## src/design/dws_pkg.sv

```systemverilog
package dws_pkg;

	localparam int DEPTH = 32;
	localparam int IW    = $clog2(DEPTH);
	localparam int CW    = $clog2(DEPTH + 1);

	typedef logic [IW-1:0] idx_t;
	typedef logic [CW-1:0] cnt_t;

	typedef enum logic [2:0] {
		OP_PUSH_FRONT = 3'd0,
		OP_PUSH_BACK  = 3'd1,
		OP_DUMP       = 3'd2,
		OP_POP_FRONT  = 3'd3,
		OP_POP_BACK   = 3'd4,
		OP_SEARCH     = 3'd5
	} op_t;

	typedef enum logic [1:0] {
		ST_OK    = 2'd0,
		ST_FULL  = 2'd1,
		ST_EMPTY = 2'd2
	} status_t;

	typedef struct packed {
		logic    walk_start;
		logic    walk_next;
		logic    rd_pop;
		logic    do_push;
		logic    do_pop;
		logic    emit;
		status_t status;
		logic    found;
		logic    use_data;
		logic    last;
	} cmd_t;

	typedef struct packed {
		logic [2:0] op;
		logic       full;
		logic       empty;
		logic       walk_last;
		logic       hit;
		logic       out_free;
	} sts_t;

	// ring slot of an offset from the front, both below DEPTH
	function automatic idx_t slot(input idx_t front, input idx_t off);
		logic [IW:0] sum;
		sum = {1'b0, front} + {1'b0, off};
		if (sum >= (IW+1)'(DEPTH)) begin
			sum = sum - (IW+1)'(DEPTH);
		end
		return sum[IW-1:0];
	endfunction

endpackage

```

## src/design/dws_ctrl.sv

```systemverilog
module dws_ctrl (
	input  logic          clk,
	input  logic          arst_n,
	input  logic          in_valid,
	output logic          in_ready,
	input  dws_pkg::sts_t sts,
	output dws_pkg::cmd_t cmd
);

	typedef enum logic [4:0] {
		S_IDLE = 5'b00001,
		S_DEC  = 5'b00010,
		S_POP  = 5'b00100,
		S_DUMP = 5'b01000,
		S_SRCH = 5'b10000
	} state_t;

	state_t state_q;
	state_t state_d;

	assign in_ready = (state_q == S_IDLE);

	always_comb begin
		state_d = state_q;
		cmd     = '0;
		cmd.status = dws_pkg::ST_OK;
		unique case (state_q)
			S_IDLE: begin
				if (in_valid) begin
					state_d = S_DEC;
				end
			end
			S_DEC: begin
				unique case (sts.op)
					dws_pkg::OP_PUSH_FRONT, dws_pkg::OP_PUSH_BACK: begin
						if (sts.out_free) begin
							cmd.emit    = 1'b1;
							cmd.last    = 1'b1;
							cmd.status  = sts.full ? dws_pkg::ST_FULL : dws_pkg::ST_OK;
							cmd.do_push = !sts.full;
							state_d     = S_IDLE;
						end
					end
					dws_pkg::OP_POP_FRONT, dws_pkg::OP_POP_BACK: begin
						if (sts.empty) begin
							if (sts.out_free) begin
								cmd.emit   = 1'b1;
								cmd.last   = 1'b1;
								cmd.status = dws_pkg::ST_EMPTY;
								state_d    = S_IDLE;
							end
						end else begin
							cmd.rd_pop = 1'b1;
							state_d    = S_POP;
						end
					end
					dws_pkg::OP_DUMP: begin
						if (sts.empty) begin
							if (sts.out_free) begin
								cmd.emit   = 1'b1;
								cmd.last   = 1'b1;
								cmd.status = dws_pkg::ST_EMPTY;
								state_d    = S_IDLE;
							end
						end else begin
							cmd.walk_start = 1'b1;
							state_d        = S_DUMP;
						end
					end
					dws_pkg::OP_SEARCH: begin
						if (sts.empty) begin
							if (sts.out_free) begin
								cmd.emit = 1'b1;
								cmd.last = 1'b1;
								state_d  = S_IDLE;
							end
						end else begin
							cmd.walk_start = 1'b1;
							state_d        = S_SRCH;
						end
					end
					default: begin
						state_d = S_IDLE;
					end
				endcase
			end
			S_POP: begin
				if (sts.out_free) begin
					cmd.emit     = 1'b1;
					cmd.last     = 1'b1;
					cmd.use_data = 1'b1;
					cmd.do_pop   = 1'b1;
					state_d      = S_IDLE;
				end
			end
			S_DUMP: begin
				if (sts.out_free) begin
					cmd.emit     = 1'b1;
					cmd.use_data = 1'b1;
					cmd.last     = sts.walk_last;
					if (sts.walk_last) begin
						state_d = S_IDLE;
					end else begin
						cmd.walk_next = 1'b1;
					end
				end
			end
			S_SRCH: begin
				if (sts.hit || sts.walk_last) begin
					if (sts.out_free) begin
						cmd.emit  = 1'b1;
						cmd.last  = 1'b1;
						cmd.found = sts.hit;
						state_d   = S_IDLE;
					end
				end else begin
					cmd.walk_next = 1'b1;
				end
			end
			default: begin
				state_d = S_IDLE;
			end
		endcase
	end

	always_ff @(posedge clk or negedge arst_n) begin
		if (!arst_n) begin
			state_q <= S_IDLE;
		end else begin
			state_q <= state_d;
		end
	end

	a_emit_needs_room: assert property (@(posedge clk) disable iff (!arst_n)
		cmd.emit |-> sts.out_free)
		else $error("word emitted while output register busy");

	a_push_not_full: assert property (@(posedge clk) disable iff (!arst_n)
		cmd.do_push |-> !sts.full)
		else $error("push into full store");

	a_read_not_empty: assert property (@(posedge clk) disable iff (!arst_n)
		(cmd.rd_pop || cmd.walk_start || cmd.walk_next) |-> !sts.empty)
		else $error("store read while empty");

endmodule

```

## src/design/dws_dp.sv

```systemverilog
module dws_dp (
	input  logic                clk,
	input  logic                arst_n,
	input  logic                in_accept,
	input  logic [2:0]          opcode,
	input  logic signed [31:0]  value,
	input  dws_pkg::cmd_t       cmd,
	output dws_pkg::sts_t       sts,
	output logic                out_valid,
	input  logic                out_ready,
	output logic [1:0]          status,
	output logic                found,
	output logic signed [31:0]  data,
	output logic                last
);

	logic [2:0]          op_q;
	logic signed [31:0]  val_q;
	dws_pkg::idx_t       front_q;
	dws_pkg::cnt_t       count_q;
	dws_pkg::idx_t       idx_q;
	logic signed [31:0]  rdata_s1;
	logic signed [31:0]  mem_q [dws_pkg::DEPTH];

	logic                out_valid_q;
	logic [1:0]          status_q;
	logic                found_q;
	logic signed [31:0]  data_q;
	logic                last_q;

	dws_pkg::idx_t       rd_off;
	dws_pkg::idx_t       rd_addr;
	logic                rd_en;
	dws_pkg::idx_t       front_dec;
	dws_pkg::idx_t       front_inc;
	dws_pkg::idx_t       wr_addr;
	logic                push_front;
	logic                pop_front;

	assign push_front = (op_q == dws_pkg::OP_PUSH_FRONT);
	assign pop_front  = (op_q == dws_pkg::OP_POP_FRONT);

	assign front_dec = (front_q == '0) ? dws_pkg::IW'(dws_pkg::DEPTH - 1) : front_q - 1'b1;
	assign front_inc = (front_q == dws_pkg::IW'(dws_pkg::DEPTH - 1)) ? '0 : front_q + 1'b1;

	always_comb begin
		priority if (cmd.walk_start) begin
			rd_off = '0;
		end else if (cmd.walk_next) begin
			rd_off = idx_q + 1'b1;
		end else if (pop_front) begin
			rd_off = '0;
		end else begin
			rd_off = dws_pkg::IW'(count_q - 1'b1);
		end
	end

	assign rd_en   = cmd.walk_start || cmd.walk_next || cmd.rd_pop;
	assign rd_addr = dws_pkg::slot(front_q, rd_off);
	assign wr_addr = push_front ? front_dec
	                            : dws_pkg::slot(front_q, dws_pkg::IW'(count_q));

	assign sts.op        = op_q;
	assign sts.full      = (count_q == dws_pkg::CW'(dws_pkg::DEPTH));
	assign sts.empty     = (count_q == '0);
	assign sts.walk_last = ((dws_pkg::CW'(idx_q) + 1'b1) == count_q);
	assign sts.hit       = (rdata_s1 == val_q);
	assign sts.out_free  = !out_valid_q || out_ready;

	// item word
	always_ff @(posedge clk) begin
		if (in_accept) begin
			op_q  <= opcode;
			val_q <= value;
		end
	end

	// ring store
	always_ff @(posedge clk) begin
		if (cmd.do_push) begin
			mem_q[wr_addr] <= val_q;
		end
		if (rd_en) begin
			rdata_s1 <= mem_q[rd_addr];
		end
	end

	always_ff @(posedge clk) begin
		if (cmd.walk_start || cmd.walk_next) begin
			idx_q <= rd_off;
		end
	end

	always_ff @(posedge clk or negedge arst_n) begin
		if (!arst_n) begin
			front_q <= '0;
			count_q <= '0;
		end else if (cmd.do_push) begin
			count_q <= count_q + 1'b1;
			if (push_front) begin
				front_q <= front_dec;
			end
		end else if (cmd.do_pop) begin
			count_q <= count_q - 1'b1;
			if (pop_front) begin
				front_q <= front_inc;
			end
		end
	end

	// output register
	always_ff @(posedge clk or negedge arst_n) begin
		if (!arst_n) begin
			out_valid_q <= 1'b0;
		end else if (cmd.emit) begin
			out_valid_q <= 1'b1;
		end else if (out_ready) begin
			out_valid_q <= 1'b0;
		end
	end

	always_ff @(posedge clk) begin
		if (cmd.emit) begin
			status_q <= cmd.status;
			found_q  <= cmd.found;
			data_q   <= cmd.use_data ? rdata_s1 : '0;
			last_q   <= cmd.last;
		end
	end

	assign out_valid = out_valid_q;
	assign status    = status_q;
	assign found     = found_q;
	assign data      = data_q;
	assign last      = last_q;

	a_count_bound: assert property (@(posedge clk) disable iff (!arst_n)
		count_q <= dws_pkg::CW'(dws_pkg::DEPTH))
		else $error("entry count above depth");

	a_front_bound: assert property (@(posedge clk) disable iff (!arst_n)
		front_q <= dws_pkg::IW'(dws_pkg::DEPTH - 1))
		else $error("front index outside ring");

	a_push_count: assert property (@(posedge clk) disable iff (!arst_n)
		cmd.do_push |=> count_q == $past(count_q) + 1'b1)
		else $error("push did not grow the store");

endmodule

```

## src/design/deque_with_search.sv

```systemverilog
// push answers at decode; pop reads the store, then answers; search walks until hit or last
// dump: words come from the store read port, one per cycle while the output register is free
// throughput: one item at a time; the single read port of the ring store sets the walk rate
// in_ready rises again once the last word of an item sits in the output register
// reset: arst_n asynchronous, active low; empties the store, front index to zero
module deque_with_search (
	input  logic                clk,
	input  logic                arst_n,
	input  logic                in_valid,
	output logic                in_ready,
	input  logic [2:0]          opcode,
	input  logic signed [31:0]  value,
	output logic                out_valid,
	input  logic                out_ready,
	output logic [1:0]          status,
	output logic                found,
	output logic signed [31:0]  data,
	output logic                last
);

	dws_pkg::cmd_t cmd;
	dws_pkg::sts_t sts;
	logic          in_accept;

	assign in_accept = in_valid && in_ready;

	dws_ctrl u_ctrl (
		.clk      (clk),
		.arst_n   (arst_n),
		.in_valid (in_valid),
		.in_ready (in_ready),
		.sts      (sts),
		.cmd      (cmd)
	);

	dws_dp u_dp (
		.clk       (clk),
		.arst_n    (arst_n),
		.in_accept (in_accept),
		.opcode    (opcode),
		.value     (value),
		.cmd       (cmd),
		.sts       (sts),
		.out_valid (out_valid),
		.out_ready (out_ready),
		.status    (status),
		.found     (found),
		.data      (data),
		.last      (last)
	);

endmodule

```

## config.mk

```make
export PLATFORM = sky130hd
export DESIGN_NAME = deque_with_search
export DESIGN_NICKNAME = d
export VERILOG_FILES = /design/src/design/dws_pkg.sv /design/src/design/dws_ctrl.sv /design/src/design/dws_dp.sv /design/src/design/deque_with_search.sv
export SDC_FILE = /design/constraint.sdc
export NUM_CORES = 1
export LEC_CHECK = 0
export BUFFER_PORTS_ARGS = -buffer_cell sky130_fd_sc_hd__buf_2
export CAP_MARGIN = 15
export CORE_MARGIN = 2
export CORE_UTILIZATION = 60
export CTS_CLUSTER_DIAMETER = 40
export DETAILED_ROUTE_END_ITERATION = 8
export PLACE_DENSITY_LB_ADDON = 0.08
export SKIP_CTS_REPAIR_TIMING = 1
export SLEW_MARGIN = 20
export SYNTH_ARGS = -nofsm -noshare
export SYNTH_HDL_FRONTEND = slang
export SYNTH_SLANG_ARGS = --single-unit
```

## constraint.sdc

```tcl
create_clock -name clk -period 6.5 [get_ports clk]
set_clock_uncertainty 0.15 [all_clocks]
set_input_delay 0.975 -clock clk [delete_from_list [all_inputs] [get_ports clk]]
set_output_delay 0.975 -clock clk [all_outputs]
set_load 0.005 [all_outputs]
```

After elaboration in Yosys (flattened, before gate mapping) --
Memories as Yosys holds them, arrays and structs flattened. A register that Yosys moved wholly into a read port is not among the register bits. Cells that the tools add are included.
Storage, ports and cells: register bits after elaboration 93, memory bits (writable) 1024, bits of input ports 39, memories 1
Memory list:
- u_dp.mem_q | words 32, width 32, read ports 1, clocked after memory_dff 1, write ports 1, line dws_dp.sv:23 | logic signed [31:0] mem_q [dws_pkg::DEPTH];
Operators by class: add/subtract/negate cells 10, order comparisons 2, equality and inequality tests 19, mux-type cells 55, reduce and logical (&&, ||, !) cells 21
Operators with widths (number):
- 2-to-1 mux 5 bit | 20
- equality test 32 bit | 1
- case mux 5 bit (5 select lines) | 1
- case mux 5 bit (4 select lines) | 1
- 2-to-1 mux 1 bit | 18
- subtractor 5 x 1 -> 5 bit, second input constant | 3
- adder 5 x 5 -> 6 bit | 2
- >= comparator 6 bit, second input constant | 2
- 2-to-1 mux 6 bit | 2
- adder 5 x 1 -> 5 bit, second input constant | 2
- equality test 5 bit, second input constant | 2
- 2-to-1 mux 3 bit | 3
- case mux 1 bit (4 select lines) | 2
- adder 5 x 1 -> 6 bit, second input constant | 1
- adder 6 x 1 -> 6 bit, second input constant | 1
- equality test 3 x 2 -> 1 bit, second input constant | 2
- equality test 3 bit, second input constant | 2
- equality test 6 bit | 1
- equality test 6 bit, second input constant | 1
- logical NOT 6 bit | 1
- 2-to-1 mux 2 bit | 3
- != test 2 x 1 -> 1 bit, second input constant | 3
- case mux 1 bit (2 select lines) | 3
- AND reduction 3 bit | 2
- other kinds (19) | 28

Depth between registers and ports, before layout --
Gate-level depths: netlist of run 1.
depth in word-level cells 10, mapped depth 19, depth with buffers taken out 17

Hierarchy --
A second synthesis of run 1 with hierarchy kept.
Unflattened totals: cell total of the unflattened synthesis 2079, area, all modules 45422.3 sq um
By module, submodules not included:
- dws_dp | times used 1, cells each 1993, area an instance 44790.5 sq um, seq. area each 34292.9 sq um
- dws_ctrl | times used 1, cells each 85, area an instance 625.6 sq um, seq. area each 126.4 sq um
- deque_with_search | times used 1, cells each 1, area an instance 6.3 sq um, seq. area each 0.0 sq um

Worst setup path after synthesis of run 1 --
Ideal clock, no wire load.
kind reg2reg, start register u_dp.val_q[23], end register u_dp.rdata_s1[26] (read register of u_dp.mem_q) (data pin), arrival 5056 ps, required time 6088 ps, setup slack 1032 ps, cell stages (with the launch flop) 16, path buffers 2, cell sequence edfxtp_1 > xnor2_1 > nand4_1 > nor4_1 > a21oi_1 > o21a_1 > clkbuf_1 > or3_1 > a21oi_1 > ha_1 > inv_1 > fa_1 > xnor2_1 > clkbuf_1 > mux4_2 > mux2_1
Between the ends: word-level cells in the longest chain between the ends 9
Ends and longest elaborated chain:
- start: declaration | line dws_dp.sv:18 | logic signed [31:0] val_q;
- start signal: assignment | line dws_dp.sv:74 | val_q <= value;
- equality test 32 bit (*) | line dws_dp.sv:67 | assign sts.hit = (rdata_s1 == val_q);
- logical OR 1 bit (*) | line dws_ctrl.sv:109 | if (sts.hit || sts.walk_last) begin
- 2-to-1 mux 1 bit (*) | line dws_ctrl.sv:109
- case mux 1 bit (2 select lines) (*) | line dws_ctrl.sv:27 | unique case (state_q)
- 2-to-1 mux 5 bit (*) | line dws_dp.sv:49 | end else if (cmd.walk_next) begin
- 2-to-1 mux 5 bit (*) | line dws_dp.sv:47 | priority if (cmd.walk_start) begin
- via u_dp.rd_off[0] | line dws_dp.sv:31 | dws_pkg::idx_t rd_off;
- adder 5 x 5 -> 6 bit (*) | line dws_pkg.sv:50 | sum = {1'b0, front} + {1'b0, off};
- subtractor 5 x 1 -> 5 bit or >= comparator 6 bit (tied branches) | line dws_pkg.sv:52, dws_pkg.sv:51
- 2-to-1 mux 5 bit (*) | line dws_pkg.sv:51 | if (sum >= (IW+1)'(DEPTH)) begin
- end: declaration | line dws_dp.sv:22 | logic signed [31:0] rdata_s1;
The timed path passes the listed nets; every way through them passes the cells marked *. A chain may end at the register's enable or synchronous reset.

Final worst setup path of run 1 --
start register u_dp.val_q[28], end register u_dp.rdata_s1[27] (read register of u_dp.mem_q) (data pin)
The elaborated chain is that of the path after synthesis.

==> results.py, run 1 <==
metrics = {
    "power_and_ir_drop": {
        "p_seq_share_pct": 31.1,
        "p_switching_mw": 8.765,
        "swShare_pct": 30.02,
        "peakVddDrop_mv": 0.6420,
        "pwr-share-comb_pct": 40.7,
        "power_density_nw_per_um2": 555.6,
        "pwr-share-clk_pct": 28.2,
        "p_int_mw": 20.43,
        "total_leakage_power_nw": 17.01,
    },
    "critical_path": {
        "start_kind": "flop",
        "max_stage_delay_ns": 0.88,
        "path_class": "reg -> reg",
        "worst_path_max_delay_cell": "fa_4",
        "crit_required_ns": 6.82,
        "critPathTopFamily": "simple AND/OR/NAND/NOR gates",
        "critPathBufInv": 4,
        "crit_chain": "xnor2_1, nand4_1, nor4_4, buf_4, a21oi_1, o21a_1, or3_1, a21oi_1, ha_4, inv_1, fa_4, buf_12, buf_12, mux4_2, mux4_2, mux2_2",
        "worst_ep_arrival_time_ns": 6.65,
        "cp_max_fo": 30,
        "end_kind": "flop",
    },
    "timing": {
        "finalCritPeriodShare_pct": 97.44,
        "setup_tns_ns": 0,
        "slew_viol_final": 0,
        "fmax_ghz": 0.1579,
        "slew_headroom_pct": 20.43,
        "hold_viol": 0,
        "tightest_slew_ns": 1.191,
        "min_period_ns": 6.334,
        "rsz0062_at_grt": "false",
        "setup_viol": 0,
    },
    "outcome": {
        "status": "finished, final reports clean",
    },
    "global_routing": {
        "grt_pass1_wl_um": 160400,
        "grt_pass1_vias": 22220,
        "overflow": 0,
        "antenna_found_initial": 2,
        "track_usage_pct": 30.15,
        "grt_max_degree": 47,
    },
    "die": {
        "die_x_um": 276.6,
        "num_rows": 99,
        "die_h_um": 276.6,
        "dieArea_um2": 76530,
        "io_pins": 77,
        "coreArea_um2": 73330,
        "start_util_pct": 60.82,
    },
    "finish": {
        "mostFrequentLayoutCells": "edfxtp_1 (1,132), mux4_2 (320), clkbuf_16 (154)",
        "utilization_pct": 71.66,
        "design_area_um2": 52550,
        "nets": 2259,
        "nFillCells": 4256,
        "drive_gt1_share_pct": 36.01,
        "area_delta_synth_final_pct": 17.82,
        "layout_commonest_cell": "edfxtp_1",
    },
    "yosys": {
        "synth_edf_count": 1132,
        "syn_inst": 1942,
        "syn-num-nets": 1999,
        "synth.ff_latch_count": 1149,
        "synth-main-ff-cell": "edfxtp_1",
        "syn-cell-area_um2": 44600,
        "postSynthAreaPerCell_um2": 22.97,
        "synth.distinct_cells": 54,
        "synth_warnings": 0,
        "synthArstFlopShare_pct": 1.480,
        "ys_seq_area_share_pct": 77.17,
    },
    "detailed_routing": {
        "dr.pass1.iters": 7,
        "route.detailed.drc": 0,
        "via_per_inst": 6.732,
        "vias": 22050,
        "drt-total-wl_um": 112300,
        "routedWlPerCell_um": 34.29,
        "drt_iter0_drc": 3021,
        "ant_nets": 0,
    },
    "cts": {
        "clkLatencyLatePin_ns": 0.73,
        "cts_max_level": 4,
        "cts.clk_slew.worst_paths_ns": 0.06,
        "cts_tree": "done",
        "clock_path_buffers": 3,
        "cts_sinks": 1149,
        "cts_made_buffers": 142,
        "cts_root_buf": "clkbuf_16",
    },
    "place": {
        "placed_area_um2": 47480,
        "io_buffers": 76,
        "place.detailed.hpwl_um": 60340,
        "gp_congestion": 0.8141,
    },
    "job": {
        "maxCapViolations": 0,
    },
    "hold_path": {
        "holdCritPathClass": "in -> async",
    },
}
[synthesized netlist by cell type (3+ instances only)]
master | number | share of area, %
ha_1 | 16 | 0.45
or2_2 | 5 | 0.070
clkbuf_1 | 64 | 0.54
nand2b_1 | 3 | 0.042
a22oi_1 | 4 | 0.067
a21o_1 | 7 | 0.12
a31oi_1 | 4 | 0.056
mux4_2 | 320 | 16
buf_2 | 3 | 0.034
mux2_2 | 30 | 0.76
xor2_1 | 9 | 0.18
or3_1 | 5 | 0.070
a21oi_1 | 24 | 0.27
and2_1 | 4 | 0.056
edfxtp_1 | 1132 | 76
nand4_1 | 10 | 0.14
buf_1 | 18 | 0.15
mux2_1 | 3 | 0.076
nand3b_1 | 3 | 0.050
dfrtp_1 | 16 | 0.90
nand3_1 | 9 | 0.10
nor2b_1 | 34 | 0.48
o21ai_0 | 15 | 0.17
nand2_1 | 27 | 0.23
nor3_1 | 12 | 0.13
and3_1 | 5 | 0.070
buf_6 | 3 | 0.076
inv_1 | 13 | 0.11
nor4_1 | 3 | 0.042
xnor2_1 | 47 | 0.92
nor2_1 | 63 | 0.53
[worst reg2reg max path: stages, from the launching register on]
cell and delay [ns]:
edfxtp_1 0.53, xnor2_1 0.52, nand4_1 0.38, nor4_4 0.56
buf_4 0.19, a21oi_1 0.09, o21a_1 0.24, or3_1 0.35
a21oi_1 0.29, ha_4 0.18, inv_1 0.05, fa_4 0.88
buf_12 0.28, buf_12 0.28, mux4_2 0.33, mux4_2 0.50
mux2_2 0.28
[worst paths after layout]
check | startpoint | end | slack [ns] | depth (start not counted)
hold reg to reg | u_dp.rdata_s1[4] | u_dp.data[4] | 0.44 | 1
setup / recovery | u_dp.val_q[28] | u_dp.rdata_s1[27] | 0.17 | 16
hold / removal | arst_n | u_dp.front_q[1] | 0.04 | 1
max in group asynchronous | arst_n | u_ctrl.state_q[0] | 5.79 | 1
min in group clk | value[24] | u_dp.val_q[24] | 0.27 | 1
setup reg to reg | u_dp.val_q[28] | u_dp.rdata_s1[27] | 0.17 | 16
[metal layers]
layer / vias to the layer above / GRT usage (%) / part of all wire [%]
met2: 1356 / 46.33 / 48
met4: 0 / 9.797 / 2.8
met3: 180 / 7.399 / 10
met1: 11760 / 43.61 / 39
met5: - / 0 / 0
li1: 8758 / - / -
[power by group through the flow]
stage / clock network, mW / registers [mW] / logic (mW)
after detailed placement: 0 / 9.24 / 11.8
final: 8.24 / 9.08 / 11.9
after global placement: 0 / 9.24 / 11.7
after CTS: 8.32 / 9.09 / 12.0
after global routing: 8.63 / 9.09 / 12.5
after floorplan: 0 / 9.34 / 8.19
[registers in the layout (all words and copies together), names as in the netlist]
| signal | cells |
|---|---|
| u_dp.rdata_s1 | 32 |
| u_ctrl.state_q | 5 |
| u_dp.count_q | 6 |
| u_dp.front_q | 5 |
| u_dp.mem_q | 1024 |
| u_dp.op_q | 3 |
| u_dp.data | 32 |
| u_dp.last | 1 |
| u_dp.status | 2 |
| u_dp.val_q | 32 |
| u_dp.idx_q | 5 |
| u_dp.found | 1 |
| u_dp.out_valid | 1 |
[logic make-up after synthesis]
family	synth area share, %
AO/OA/AOI/OAI	1.018
XOR/XNOR	1.161
adder cells (fa/ha/maj)	0.5386
buffers and inverters	0.9201
flip-flops	77.17
multiplexers	17.05
AND/OR/NAND/NOR	2.140
[final cells by class]
| class | instances | area, um2 | share of cell area, % |
|---|---|---|---|
| antenna | 1 | 2.502 | 0.004762 |
| clock buffer | 174 | 3939 | 7.496 |
| clock inverter | 84 | 1076 | 2.048 |
| inverter | 13 | 48.80 | 0.09286 |
| multi-input combinational | 691 | 10090 | 19.21 |
| sequential | 1149 | 34420 | 65.50 |
| tap | 959 | 1200 | 2.283 |
| timing repair buffer | 205 | 1769 | 3.367 |
[metrics by stage]
step	hold slack, ns	power, mW	setup slack (ns)	instances
finish	0.04253	29.20	0.1664	3276
global route	0.05030	30.26	0.09285	3276
CTS	0.02773	29.37	-0.3095	3273
detailed placement	0.4376	21.08	-0.2711	3015
global placement	0.4231	20.94	-0.2267	3015
floorplan	0.4090	17.53	1.032	1942
Power figures use the tool's default switching activity.
==> inputs of run 2 (changes only) <==
--- a/config.mk
+++ b/config.mk
@@ -7,8 +7,11 @@
 export LEC_CHECK = 0
 export BUFFER_PORTS_ARGS = -buffer_cell sky130_fd_sc_hd__buf_2
 export CAP_MARGIN = 15
+export CELL_PAD_IN_SITES_DETAIL_PLACEMENT = 1
+export CELL_PAD_IN_SITES_GLOBAL_PLACEMENT = 2
+export CORE_ASPECT_RATIO = 1.2
 export CORE_MARGIN = 2
-export CORE_UTILIZATION = 60
+export CORE_UTILIZATION = 51
 export CTS_CLUSTER_DIAMETER = 40
 export DETAILED_ROUTE_END_ITERATION = 8
 export PLACE_DENSITY_LB_ADDON = 0.08
==> results.py, run 2 (same netlist as run 1, synthesis figures left out) <==
metrics = {
    "finish": {
        "layout_commonest_cell": "edfxtp_1",
        "nFillCells": 7089,
        "drive_gt1_share_pct": 35.37,
        "area_delta_synth_final_pct": 17.34,
        "seqCellArea_um2": 34420,
        "largest-register": "u_dp.mem_q",
        "mostFrequentLayoutCells": "edfxtp_1 (1,132), mux4_2 (320), clkbuf_16 (145)",
        "utilization_pct": 60.49,
        "antenna_cells": 0,
        "largest_reg_flops": 1024,
        "multi_input_area_um2": 10070,
        "instances_no_fill": 3444,
        "nets": 2249,
    },
    "global_routing": {
        "use_met3_pct": 4.788,
        "met1_usage_pct": 38.37,
        "antenna_found_initial": 1,
        "grt-busiest-layer": "met2",
        "grt_pass1_wl_um": 175100,
        "grt_util_met2_pct": 47.65,
        "overflow": 0,
        "track_usage_pct": 28.24,
        "grt_pass1_vias": 23200,
        "grt_max_degree": 52,
    },
    "power_and_ir_drop": {
        "power_density_nw_per_um2": 549.2,
        "peakVddDrop_mv": 0.7343,
        "total_leakage_power_nw": 16.79,
    },
    "place": {
        "dp_slack_ns": -0.1880,
        "gp_congestion": 0.7652,
        "place.detailed.hpwl_um": 64960,
        "io_buffers": 76,
        "dp_cells": 3191,
    },
    "cts": {
        "cts_tree": "done",
        "cts_max_level": 4,
        "cts_root_buf": "clkbuf_16",
        "cts_made_buffers": 139,
        "clock_path_buffers": 3,
        "clkLatencyLatePin_ns": 0.74,
        "cts_sinks": 1149,
        "cts.clk_slew.worst_paths_ns": 0.06,
    },
    "critical_path": {
        "worst_ep_arrival_time_ns": 6.62,
        "r2r_start": "u_dp.rdata_s1[17]",
        "crit_required_ns": 6.81,
        "end_kind": "flop",
        "path_class": "reg -> reg",
        "reg2reg_depth": 16,
        "r2r_slack_ns": 0.19,
        "cp_max_fo": 26,
        "timing.rr.end": "u_dp.rdata_s1[26]",
        "start_kind": "flop",
    },
    "timing": {
        "slew_viol_final": 0,
        "setup_slack_ns": 0.1909,
        "hold_viol": 0,
        "rsz0062_at_grt": "false",
        "slew_headroom_pct": 23.71,
        "hold_slack_ns": 0.06276,
        "fmax_ghz": 0.1585,
        "setup_viol": 0,
        "finalCritPeriodShare_pct": 97.06,
        "min_period_ns": 6.309,
        "tightest_slew_ns": 1.142,
    },
    "die": {
        "io_pins": 77,
        "die_h_um": 327.9,
        "num_rows": 118,
        "start_util_pct": 51.55,
        "die_x_um": 274.0,
        "coreArea_um2": 86520,
        "dieArea_um2": 89840,
    },
    "detailed_routing": {
        "dr.pass1.iters": 5,
        "routedWlPerCell_um": 35.57,
        "vias": 21850,
        "drt-total-wl_um": 122500,
        "drt_iter0_drc": 2600,
        "route.detailed.drc": 0,
        "ant_nets": 0,
        "via_per_inst": 6.345,
    },
    "hold_path": {
        "holdCritPathClass": "in -> async",
    },
    "outcome": {
        "status": "finished, final reports clean",
    },
    "job": {
        "maxCapViolations": 0,
    },
}
==> run 2: cell count changes in the layout (fill, tap and decap cells not counted), sizes merged <==
cell,delta
inv,+13
buf,-7
clkbuf,-9
diode,-1
bufinv,-5
clkinv,-4
==> run 2: worst max-delay path, cell delays in order, from the launching register on <==
cell and delay [ns]:
edfxtp_1 0.48, xnor2_1 0.53, nand4_1 0.55, nor4_2 0.49, buf_4 0.23, a21oi_1 0.10
o21a_1 0.19, or3_1 0.35, a21oi_1 0.30, ha_4 0.19, inv_1 0.05, fa_4 0.81
buf_12 0.19, buf_12 0.23, mux4_2 0.35, mux4_2 0.53, mux2_1 0.31
==> run 2: power breakdown <==
part	internal (mW)	leakage, nW	switching, mW
Clock	4.79	2.27	3.11
Combinational	6.20	4.08	5.55
Sequential	8.92	10.4	0.182
Total	19.9	16.8	8.84
==> run 2: how the worst max path moves through the flow <==
stage	startpoint	end	slack [ns]	cells after the start
after floorplan	u_dp.val_q[23]	u_dp.rdata_s1[26]	1.03	15
after global placement	u_dp.rdata_s1[17]	u_dp.rdata_s1[26]	-0.15	16
after detailed placement	u_dp.rdata_s1[17]	u_dp.rdata_s1[26]	-0.19	16
after CTS	u_dp.rdata_s1[17]	u_dp.rdata_s1[26]	-0.22	16
after global routing	u_dp.rdata_s1[17]	u_dp.rdata_s1[26]	0.01	16
final	u_dp.rdata_s1[17]	u_dp.rdata_s1[26]	0.19	16
==> run 2: area by class of cell <==
type | instances | share of cell area (%)
Tap cell | 1140 | 2.726
Multi-Input combinational cell | 691 | 19.25
Clock buffer | 165 | 7.077
Timing Repair Buffer | 198 | 3.170
Clock inverter | 88 | 1.917
Inverter | 13 | 0.09324
Sequential cell | 1149 | 65.77
==> run 2: per-layer routing <==
layer / up-vias / routed length (um)
met5: - / 0
met4: 0 / 2963
met3: 207 / 8044
met2: 933 / 63470
met1: 11990 / 48030
li1: 8720 / -
==> run 2: metrics by stage <==
stage	TNS (ns)	power [mW]	instance area, um2
3_5_place_dp	-3.444	21.13	47620
3_3_place_gp	-3.131	20.89	47620
5_1_grt	0	29.89	52330
6_report	0	28.74	52330
4_1_cts	-4.427	29.04	52330
2_1_floorplan	0	17.53	44600
